## config.mk

```make
export PLATFORM = sky130hd
export DESIGN_NAME = qte_delay
export DESIGN_NICKNAME = d
export VERILOG_FILES = /design/src/rtl/qte_delay.sv
export SDC_FILE = /design/constraint.sdc
export NUM_CORES = 1
export LEC_CHECK = 0
export BUFFER_PORTS_ARGS = -buffer_cell sky130_fd_sc_hd__buf_2
export CORE_AREA = 3 3 65 52
export CTS_BUF_LIST = sky130_fd_sc_hd__clkbuf_8 sky130_fd_sc_hd__clkbuf_16
export DETAILED_ROUTE_END_ITERATION = 6
export DIE_AREA = 0 0 68 55
export PLACE_DENSITY = 0.66
export SYNTH_ARGS = -nofsm -noshare
export SYNTH_HDL_FRONTEND = slang
export SYNTH_SLANG_ARGS = --single-unit
```

## constraint.sdc

```tcl
create_clock -name clk -period 0.8 [get_ports clk]
set_input_delay 0.16 -clock clk [delete_from_list [all_inputs] [get_ports clk]]
set_output_delay 0.16 -clock clk [all_outputs]
set_load 0.01 [all_outputs]
```

## src/rtl/qte_delay.sv

```systemverilog
// Fixed-length register delay line with a shared advance enable.
// Depends on nothing.
module qte_delay #(
  parameter int W = 8,
  parameter int N = 4
) (
  input  logic         clk,
  input  logic         en,
  input  logic [W-1:0] din,
  output logic [W-1:0] dout
);

  logic [W-1:0] tap_r [0:N-1];

  // shift on every advance
  always_ff @(posedge clk) begin
    if (en) begin
      tap_r[0] <= din;
      for (int i = 1; i < N; i++) begin
        tap_r[i] <= tap_r[i-1];
      end
    end
  end

  assign dout = tap_r[N-1];

endmodule

```

### Yosys cells after proc, flatten, opt, wreduce, memory -nomap -nowiden

Memory sizes are Yosys's and may differ from the RTL's.
Index checks and enable logic that the tools add are counted.

* register bits after elaboration: 0
* RAM bits: 32
* input port bits: 10
* output and inout port bits: 8
* word-level logic and storage cells: 3
* memories: 1

* multiplexer cells: 2

Memories
* tap_r: depth 4, width 8, read ports 4, clocked after Yosys merged registers in 0, wr ports 4, line 13 `logic [W-1:0] tap_r [0:N-1];`

Operators with widths (count)
* 1-bit 2-to-1 mux: 2

### Longest topological paths before layout

* depth after elaboration: 2
* gate-level depth with buffers: 0
* depth with buffers taken out: 0

### Least setup slack after synthesis

OpenSTA, ideal clock, no wires.

* path kind: flip-flop to flip-flop
* start: memory tap_r[0][0]
* end: memory tap_r[1][0] (data pin)
* setup time: 0.266 ns
* arrival time: 0.323 ns
* data required time: 0.534 ns
* setup slack: 0.211 ns
* stages on the path, launching flop included: 1
* buffers on the path: 0
* clock period less this slack: 0.589 ns
* path through: edfxtp_1

RTL lines (line)
* start: declaration: 13

==> results_dict.tcl <==
set metrics [dict create \
    cts_buffer_depth 2 \
    status "finished, violations left" \
    dr.pass1.iters 2 \
    grt_max_degree 22 \
    comb.multi_input.count 0 \
    cts.sinks 32 \
    syn_nets 42 \
    slowest_delay_ps 360 \
    drive_above_1_share_pct 45.0 \
    wl_per_cell_um 9.44 \
    multi_input_area_sq_um 0 \
    num_vias 356 \
    syn_inst 32 \
    ant_nets 0 \
    fin_ws_ps -139 \
    worstSetupPathType "reg -> out" \
    ys_ff_latch 32 \
    reg_top3 "tap_r (32)" \
    clock_latency_ps 270 \
    tns_ps -1000 \
    nets 69 \
    drc 0 \
    core-area_sq_um 2850 \
    start_util_pct 33.7 \
    cts_hold_buf 0 \
    netlist_area_sq_um 961 \
    num_rows 17 \
    antenna_found_initial 0 \
    grt_pass1_wl_um 1590 \
    cp_slowest_cell "edfxtp_1" \
    worstMarginPinSlew_ps 108 \
    cp_num_cells 1 \
    path_cells "buf_2" \
    power-per-cell-area_nw_per_um2 2630 \
    synth-main-ff-cell "edfxtp_1" \
    required_ps 640 \
    layout_min_cycle_time_ps 939 \
    cts_inserted_buffers 5 \
    crit_path_end_kind "primary output" \
    routed_wl_um 925 \
    antenna_cells 0 \
    io_buffer_count 17 \
    hold_depth 1 \
    reg2regPathDepth 0 \
    pin_count 18 \
    hold_end "tap_r[0][3]$_DFFE_PP_" \
    top_register "tap_r" \
    cts_root_buf "clkbuf_8" \
    synth_edf_count 32 \
    grt_use_total_pct 6.69 \
    relSlewSlack_pct 92.8 \
    yosysTopAreaCellShare_pct 100 \
    ys_seq_area_share_pct 100 \
    synth-async-reset-ratio_pct 0 \
    path_buf_inv 1 \
    cts.htree.levels 2 \
    fp.dieH_um 55 \
    rsz0062_at_grt "true" \
    synthToLayoutAreaGrowth_pct 26.0 \
    yosysUniqueCellTypes 1 \
    dpl.cell_count 90 \
    violations "setup timing" \
    post-synth-top-count-cell "edfxtp_1" \
    grt_pass1_vias 353 \
    synthTopCellsByArea "edfxtp_1 (100%)" \
    postCtsSetupBuffers 0 \
    gr-total-overflow 0 \
    place_area_sq_um 1130 \
    skew_ps 2.59 \
    hold_ws_ps 58.6 \
    cts_tree "yes" \
    crit_path_start_kind "register" \
    gp_congestion 0.606 \
    slew_violations 0 \
    r2r-end "tap_r[2][6]$_DFFE_PP_" \
    critPathArrivalTime_ps 780 \
    synth_area_leader_cell "edfxtp_1" \
    largest_reg_flops 32 \
    finalHoldViolCount 0 \
    cts-resized-gates 0 \
    clk_pin_slew_ps 60 \
    hold_class "in -> reg" \
    synthTopCellsByCount "edfxtp_1 (32)" \
    via_per_inst 3.63 \
    timing.final.crit_share_pct 117 \
    yosys_warnings 0 \
    first_iter_violations 7 \
    utilization_pct 42.5 \
    peakVddDrop_v 0.00130 \
    setup_viol 8 \
    syn_avg_cell_area_sq_um 30.0 \
    cap_violations 0 \
    crit_family "flip-flops" \
    die_w_um 68 \
    fmax_mhz 1070 \
    finish.instance_area_sq_um 1210 \
    r2r_slack_ps 170 \
    min_from "din[3]" \
    reg2reg_from "tap_r[1][6]$_DFFE_PP_" \
    path_max_fanout 1 \
    die_area_sq_um 3740 \
    final_cells 98 \
    power.leakage_nw 0.444 \
]
## through the flow
stage,power (W),worst slack (ps)
after floorplan,0.00204,211
after global placement,0.00213,40.1
after detailed placement,0.00214,38.8
after CTS,0.00324,-147
after global routing,0.00338,-180
final,0.00319,-139
## layout make-up
cell class,count,area [sq um]
clock buffer,5,68.8
fill,268,1640
sequential,32,961
tap,38,47.5
timing repair buffer,20,120
clock inverter,3,13.8
## worst max-delay path by stage
stage / startpoint / to / slack (ps)
after floorplan: tap_r[0][0]$_DFFE_PP_ / tap_r[1][0]$_DFFE_PP_ / 210
after global placement: en / tap_r[0][5]$_DFFE_PP_ / 40
after detailed placement: en / tap_r[0][3]$_DFFE_PP_ / 40
after CTS: tap_r[3][0]$_DFFE_PP_ / dout[0] / -150
after global routing: tap_r[3][6]$_DFFE_PP_ / dout[6] / -180
final: tap_r[3][0]$_DFFE_PP_ / dout[0] / -140
## per-layer routing
metal / GRT usage [%] / share of wire [%] / vias to the layer above
met4: 5.94 / 2.8 / 0
met3: 4.44 / 11 / 2
met2: 8.16 / 45 / 20
met5: 0 / 0 / -
met1: 7.82 / 41 / 151
li1: - / - / 183
## cells by family (layout without fill, tap and decap cells)
family | count (synthesis) | in the layout | share of synthesized area [%]
flip-flops | 32 | 32 | 100
buffers and inverters | 0 | 28 | 0
## report_power, final
part           switching [W]  internal, W  leakage (nW)  total, W
Combinational      0.0000543    0.0000460        0.0859  0.000100
Clock               0.000503     0.000587        0.0453   0.00109
Sequential         0.0000233      0.00198         0.313   0.00200
Total               0.000580      0.00261         0.444   0.00319
## cells in the final DEF (no fill, tap or decap), drive strengths merged
cell type and n:
edfxtp 32, clkinv 3, buf 20, clkbuf 5
(Power assumes the default switching activity.)
