===== src/rtl/qte_pkg.sv =====
// Package for the quaternion to Euler angle pipeline.
// Holds stream widths, datapath widths and the CORDIC arctangent table.
// No dependencies.
package qte_pkg;

  localparam int IN_TDATA_W  = 72;
  localparam int OUT_TDATA_W = 56;

  // Vector and angle widths inside the CORDIC
  localparam int VEC_W  = 36;  // raw numerator / denominator, Q.28
  localparam int CRD_W  = 45;  // normalised and rotated vector
  localparam int MAG_W  = 42;  // magnitude word for the shift search
  localparam int ANG_W  = 26;  // angle accumulator, degrees Q.16
  localparam int N_CRD  = 20;  // CORDIC iterations
  localparam int N_SQRT = 29;  // result bits of the square root
  localparam int S_W    = 30;  // clamped asin argument
  localparam int SQ_W   = 57;  // argument squared, up to 2^56
  localparam int RT_W   = 59;  // square-root running root and trial word

  localparam int LIM_ROLL  = 23040;
  localparam int LIM_PITCH = 11520;

  // Quarter turn in the accumulator format
  localparam logic signed [ANG_W-1:0] ANG_90 = ANG_W'(90 * 65536);

  // atan(2^-i) in degrees, 16 fraction bits
  function automatic logic signed [ANG_W-1:0] atan_q16(input int i);
    logic signed [ANG_W-1:0] a;
    case (i)
      0:  a = ANG_W'(2949120);
      1:  a = ANG_W'(1740967);
      2:  a = ANG_W'(919879);
      3:  a = ANG_W'(466945);
      4:  a = ANG_W'(234379);
      5:  a = ANG_W'(117304);
      6:  a = ANG_W'(58666);
      7:  a = ANG_W'(29335);
      8:  a = ANG_W'(14668);
      9:  a = ANG_W'(7334);
      10: a = ANG_W'(3667);
      11: a = ANG_W'(1833);
      12: a = ANG_W'(917);
      13: a = ANG_W'(458);
      14: a = ANG_W'(229);
      15: a = ANG_W'(115);
      16: a = ANG_W'(57);
      17: a = ANG_W'(29);
      18: a = ANG_W'(14);
      19: a = ANG_W'(7);
      default: a = '0;
    endcase
    return a;
  endfunction

endpackage


===== src/rtl/qte_isqrt.sv =====
// Pipelined floor square root of 2^56 - s*s, one root bit per stage.
// Carries the argument s alongside. Depends on qte_pkg.
module qte_isqrt (
  input  logic                        clk,
  input  logic                        rst_n,
  input  logic                        en,
  input  logic                        in_valid,
  input  logic signed [qte_pkg::S_W-1:0]  in_s,
  input  logic [qte_pkg::SQ_W-1:0]    in_sq,
  output logic                        out_valid,
  output logic signed [qte_pkg::S_W-1:0]  out_s,
  output logic [qte_pkg::N_SQRT-1:0]  out_root
);
  import qte_pkg::*;

  localparam logic [RT_W-1:0] ONE_Q56 = RT_W'(1) << 56;

  logic [RT_W-1:0]       rem_r  [1:N_SQRT];
  logic [RT_W-1:0]       root_r [1:N_SQRT];
  logic signed [S_W-1:0] s_r    [1:N_SQRT];
  logic                  vld_r  [1:N_SQRT];

  genvar k;
  generate
    for (k = 0; k < N_SQRT; k++) begin : g_st
      localparam logic [RT_W-1:0] BIT = RT_W'(1) << (2 * (N_SQRT - 1 - k));
      logic [RT_W-1:0]       rem_i, root_i, trial;
      logic signed [S_W-1:0] s_i;
      logic                  vld_i;

      if (k == 0) begin : g_first
        assign rem_i  = ONE_Q56 - RT_W'(in_sq);
        assign root_i = '0;
        assign s_i    = in_s;
        assign vld_i  = in_valid;
      end else begin : g_next
        assign rem_i  = rem_r[k];
        assign root_i = root_r[k];
        assign s_i    = s_r[k];
        assign vld_i  = vld_r[k];
      end

      assign trial = root_i + BIT;

      // one restoring step
      always_ff @(posedge clk) begin
        if (!rst_n) begin
          vld_r[k+1] <= 1'b0;
        end else if (en) begin
          vld_r[k+1] <= vld_i;
        end
        if (en) begin
          s_r[k+1] <= s_i;
          if (rem_i >= trial) begin
            rem_r[k+1]  <= rem_i - trial;
            root_r[k+1] <= (root_i >> 1) + BIT;
          end else begin
            rem_r[k+1]  <= rem_i;
            root_r[k+1] <= root_i >> 1;
          end
        end
      end
    end
  endgenerate

  assign out_valid = vld_r[N_SQRT];
  assign out_s     = s_r[N_SQRT];
  assign out_root  = root_r[N_SQRT][N_SQRT-1:0];

endmodule


===== config.mk =====
export PLATFORM = sky130hd
export DESIGN_NAME = qte_isqrt
export DESIGN_NICKNAME = d
export VERILOG_FILES = /design/src/rtl/qte_pkg.sv /design/src/rtl/qte_isqrt.sv
export SDC_FILE = /design/constraint.sdc
export NUM_CORES = 2
export LEC_CHECK = 0
export BUFFER_PORTS_ARGS = -buffer_cell sky130_fd_sc_hd__buf_2
export CAP_MARGIN = 5
export CORE_MARGIN = 2
export CORE_UTILIZATION = 30
export DETAILED_ROUTE_END_ITERATION = 8
export PLACE_DENSITY = 0.45
export SLEW_MARGIN = 20
export SYNTH_ARGS = -nofsm -noshare
export SYNTH_HDL_FRONTEND = slang
export SYNTH_MEMORY_MAX_BITS = 65536
export SYNTH_SLANG_ARGS = --single-unit

===== constraint.sdc =====
create_clock -name clk -period 5.2 [get_ports clk]
set_clock_uncertainty 0.2 [all_clocks]
set_input_delay 0.26 -clock clk [delete_from_list [all_inputs] [get_ports clk]]
set_output_delay 0.26 -clock clk [all_outputs]
set_load 0.03 [all_outputs]

# Word level (Yosys, flattened, before mapping)
# Memories as Yosys holds them, arrays and structs flattened.
# Index checks and enable logic that the tools add are counted.
word_totals:
  output_inout_bits: 60
  mem_count: 4
  ram_bits: 4321
  reg_bits: 0
classes:
  n_addsub: 86
  muxes: 266
  order_cmp: 29
  bitwise: 87
memory_table:
  columns: ["name", "words", "width", "read_ports", "rd_ports_with_merged_regs", "write_ports", "line", "text"]
  rows:
  - ["rem_r", 29, 59, 28, 0, 29, "qte_isqrt.sv:18", "logic [RT_W-1:0] rem_r [1:N_SQRT];"]
  - ["root_r", 29, 59, 29, 0, 29, "qte_isqrt.sv:19", "logic [RT_W-1:0] root_r [1:N_SQRT];"]
  - ["s_r", 29, 30, 29, 0, 29, "qte_isqrt.sv:20", "logic signed [S_W-1:0] s_r [1:N_SQRT];"]
  - ["vld_r", 29, 1, 29, 0, 29, "qte_isqrt.sv:21", "logic vld_r [1:N_SQRT];"]
ops:
  columns: ["operator", "n"]
  rows:
  - ["two-way mux 59 bit", 58]
  - [">= comparator 59 bit", 28]
  - ["subtractor 59 bit", 28]
  - ["two-way mux 1 bit", 208]
  - ["OR 1 bit", 87]
  - ["adder 58 x 1 -> 59 bit (second input constant)", 1]
  - ["adder 58 x 11 -> 59 bit (second input constant)", 1]
  - ["adder 58 x 13 -> 59 bit (second input constant)", 1]
  - ["adder 58 x 15 -> 59 bit (second input constant)", 1]
  - ["adder 58 x 17 -> 59 bit (second input constant)", 1]
  - ["adder 58 x 19 -> 59 bit (second input constant)", 1]
  - ["adder 58 x 21 -> 59 bit (second input constant)", 1]
  - ["adder 58 x 23 -> 59 bit (second input constant)", 1]
  - ["adder 58 x 25 -> 59 bit (second input constant)", 1]
  - ["adder 58 x 27 -> 59 bit (second input constant)", 1]
  - ["adder 58 x 29 -> 59 bit (second input constant)", 1]
  - ["adder 58 x 3 -> 59 bit (second input constant)", 1]
  - ["adder 58 x 31 -> 59 bit (second input constant)", 1]
  - ["adder 58 x 33 -> 59 bit (second input constant)", 1]
  - ["adder 58 x 35 -> 59 bit (second input constant)", 1]
  - ["adder 58 x 37 -> 59 bit (second input constant)", 1]
  - ["adder 58 x 39 -> 59 bit (second input constant)", 1]
  - ["adder 58 x 41 -> 59 bit (second input constant)", 1]
  - ["adder 58 x 43 -> 59 bit (second input constant)", 1]
  - ["40 further kinds", 40]

# Logic depth before layout (Yosys ltp)
# An unclocked memory read counts as a cell.
logic_depth:
  depth_word: 7
  depth_mapped: 14

# Worst setup path before layout
# Ideal clock, no wire load.
synth_path:
  path_type: "input to register"
  from: "in en"
  to: "reg, netlist name rem_r[1][472]"
  setup_ps: 471
  n_path_buf: 6
  t_arrival_ps: 3867
  stages: 6
  slack_ps: 662
  path_cell_list: "clkbuf_1 clkbuf_1 clkbuf_1 clkbuf_1 clkbuf_1 clkbuf_1"
synth_lines:
  columns: ["item", "line", "text"]
  rows:
  - ["start: declaration", "qte_isqrt.sv:6", "input logic en,"]

==> results.tsv <==
stage	metric	value	unit
placed_design	DP Area	138000	sq um
worst_setup_path	RR Endpoint	rem_r[1][640]$_DFFE_PP_	
worst_setup_path	crit-path max FO	8	
cells_and_area	nets	10428	
timing	setup_tns	0	ns
timing	Max-slew headroom	20.0	%
timing	endpoints failing setup	0	
timing	FMAX	0.220	GHz
route	initial detailed-routing violation count	5857	
placed_design	final RePlAce weighted congestion	0.874	
route	DR WL/cell	19.7	um
flow_run	max-capacitance violation count	0	
outcome	status	finished, final reports clean	
clocking	TritonCTS clock tree	done	
synthesis	Synth Area per Inst	14.0	sq um
min_path	HP Class	in -> reg	
timing	final worst slack	0.648	ns
synthesis	EDFF count, synth	2986	
worst_setup_path	type of origin of the critical path	register	
route	wl on met1	134	mm
placed_design	pre-CTS setup slack	0.700	ns
synthesis	top cell type's share of synthesized area	69.3	%
synthesis	Mapped Cells	9238	
floorplanning	chip height	661	um
synthesis	post-synthesis sequential area ratio	69.3	%
route	drt pass-1 iters	6	
floorplanning	Starting Density	30.1	%
timing	RSZ-0062 raised after global routing	no	
worst_setup_path	R2R Path Start	rem_r[1][563]$_DFFE_PP_	
synthesis	top cells by area, synth	edfxtp_1 69%, ha_1 4.5%, xnor2_1 2.7%, xor2_1 2.6%, nand2_1 1.8%	
floorplanning	die footprint	437000	sq um
synthesis	Synth area leader	edfxtp_1	
worst_setup_path	worst reg-to-reg path cell count	10	
synthesis	XOR/XNOR share of the synthesized area	5.30	%
clocking	root buffer cell	clkbuf_16	
route	met2 WL	155	mm
timing	Final Hold Fails	0	
route	met3 wire length	13.3	mm
grt	initial antenna violation count	9	
grt	global-route wire length before repair	474	mm
cells_and_area	most common cell after layout, fill and taps aside	edfxtp_1	
clocking	worst skew pair latency	0.94	ns
pwr	Worst VDD drop	0.234	mV
worst_setup_path	flop2flop setup slack	0.65	ns
synthesis	FFs w/ async S/R, synth	0	%
timing	worst hold slack	0.158	ns
floorplanning	Core Box Area	430000	sq um
synthesis	Synthesis Warnings	0	
route	Vias	75903	
grt	Total GRT Usage	14.0	%
placed_design	hpwl dp	228	mm
pwr	power per cell area	430	nW/um^2
cells_and_area	Util after Layout	35.1	%
worst_setup_path	Worst Path Arrival	5.02	ns
grt	largest net degree at the start of global routing	182	
clocking	clk buf depth	4	
route	Top Metal Used	met4	
clocking	Clock transition at path regs	0.06	ns
worst_setup_path	CP endpoint kind	register	
route	DR vias/cell	4.79	
cells_and_area	design area	151000	sq um
synthesis	post-synthesis mux area share	0.562	%
min_path	Hold Path End	rem_r[0][117]$_DFFE_PP_	
synthesis	ys flop type	edfxtp_1	
floorplanning	Rows	241	
synthesis	Post-Synth Simple-Gate Area	10.8	%
synthesis	synthesis-stage register bit count	2986	
clocking	clock sink total	2986	
grt	vias in the first global route	76727	
timing	fin crit share	87.5	%
timing	fin. max-slew vios	0	
clocking	post-CTS setup buffer count	0	
worst_setup_path	Crit Path Category	reg -> reg	
min_path	HP Start	in_sq[56]	
floorplanning	IO Count	151	
cells_and_area	Layout area overhead	16.8	%
timing	post-layout min period	4.55	ns
floorplanning	Die W	661	um
pwr	Leak	54.3	nW
grt	grt total ovfl	0	
placed_design	buffers added on ports	150	
synthesis	complex-gate fraction of the synthesized area	7.37	%
route	Routed Antenna Nets	0	
synthesis	Synth Area in Adders	4.48	%
clocking	CTS Buf Count	339	
synthesis	synthesized cell area	129000	sq um
cells_and_area	layout cells sized above 1	8.55	%
synthesis	Post-Syn Nets	9792	
synthesis	Cell variety after synth	92	
worst_setup_path	Req. time, crit path	5.67	ns
clocking	Max H-tree Level	5	
min_path	worst hold stages	4	
cells_and_area	most frequent cells in the layout	2986 x edfxtp_1, 621 x nand2_1, 572 x inv_1	
route	DRC errors left	0	
synthesis	largest family of logic cells by synthesized area	simple AND/OR/NAND/NOR gates	
timing	worst slew pin tran	1.20	ns
route	routed wire length	312	mm
[final cells by class]
| cell class | count | area (sq um) |
|---|---|---|
| Sequential cell | 2986 | 89700 |
| Timing Repair Buffer | 474 | 3940 |
| Tap cell | 5710 | 7140 |
| Antenna cell | 4 | 10.0 |
| Clock buffer | 405 | 8860 |
| Inverter | 574 | 2150 |
| Clock inverter | 205 | 2350 |
| Multi-Input combinational cell | 5499 | 36900 |
| Fill cell | 41182 | 279000 |
[state kept, by name (all words and copies together) (netlist names)]
signal,flops
root_r,435
rem_r,1652
s_r,870
vld_r,29
[stage by stage]
step	instances	power, mW
after CTS	15853	65.9
after global routing	15855	68.1
after detailed placement	15015	41.2
final	15857	65.0
after floorplan	9238	37.8
after global placement	15015	41.1
[report_power, final]
group / switching, mW / internal, mW / total, mW
clock network: 9.88 / 14.2 / 24.1
registers: 1.74 / 29.6 / 31.3
logic: 5.75 / 3.77 / 9.52
total: 17.4 / 47.6 / 65.0
[worst max-delay path, cell delays in order, from the launching register on]
cell	delay, ns
edfxtp_1	0.39
ha_1	0.42
or4b_1	0.47
or3b_2	0.57
nor4_1	0.71
or4_1	0.26
a311oi_4	0.06
nor3_1	0.26
nor3b_2	0.60
nand4_1	0.20
xnor2_1	0.17
[Yosys cell counts (10+ instances only)]
master / count
edfxtp_1: 2986
nand2_1: 621
inv_1: 572
nor2_1: 482
ha_1: 463
o21ai_0: 450
a21oi_1: 418
xnor2_1: 403
xor2_1: 380
nor4_1: 307
nor3_1: 256
a21o_1: 192
clkbuf_1: 166
nand3_1: 161
nand4_1: 140
nand2b_1: 117
or3_1: 99
o21a_1: 75
or4_1: 73
and3_1: 71
nor2b_1: 65
mux2_2: 53
a211oi_1: 51
o31ai_1: 49
nor4b_1: 42
o21bai_1: 38
and2_1: 36
nand3b_1: 36
nand4b_1: 34
or2_2: 34
a31oi_1: 29
o211ai_1: 24
nor3b_1: 23
a21boi_0: 20
a2111oi_0: 17
a211o_1: 15
mux2i_1: 13
o22ai_1: 13
a311oi_1: 12
and4_1: 12
o41ai_1: 11
nor4bb_1: 10
o2111ai_1: 10
o211a_1: 10
o311ai_0: 10
[kinds of logic (layout without fill, tap and decap cells)]
logic type | count (synthesis) | after routing
DFF | 2986 | 2986
muxes | 66 | 66
buffers and inverters | 753 | 1658
and+or+nand+nor | 2660 | 2660
xor gates and xnor gates | 783 | 783
AOI/OAI and AO/OA | 1527 | 1527
other | 0 | 4
adders and majority gates | 463 | 463
[timing repair]
action                                 in CTS  in global routing
hold buffers                              228                  0
endpoints found under the hold margin     265                  0
gates resized for setup                     0                  0
[layer usage]
layer,up-vias,global-route usage [%]
met2,1768,24.7
met3,551,1.81
met5,-,0
met1,37272,17.8
met4,0,4.45
li1,36312,-
[worst max-delay path by stage]
stage,startpoint,to,slack (ns),depth (start not counted)
final,rem_r[1][563]$_DFFE_PP_,rem_r[1][640]$_DFFE_PP_,0.65,10
after global routing,rem_r[1][563]$_DFFE_PP_,rem_r[1][640]$_DFFE_PP_,0.42,10
after CTS,rem_r[1][563]$_DFFE_PP_,rem_r[1][640]$_DFFE_PP_,0.70,10
after detailed placement,rem_r[1][563]$_DFFE_PP_,rem_r[1][640]$_DFFE_PP_,0.70,10
after global placement,rem_r[1][563]$_DFFE_PP_,rem_r[1][640]$_DFFE_PP_,0.71,10
after floorplan,en,rem_r[1][472]$_DFFE_PP_,0.66,6
Note: power is estimated with default switching activity, not from simulation.
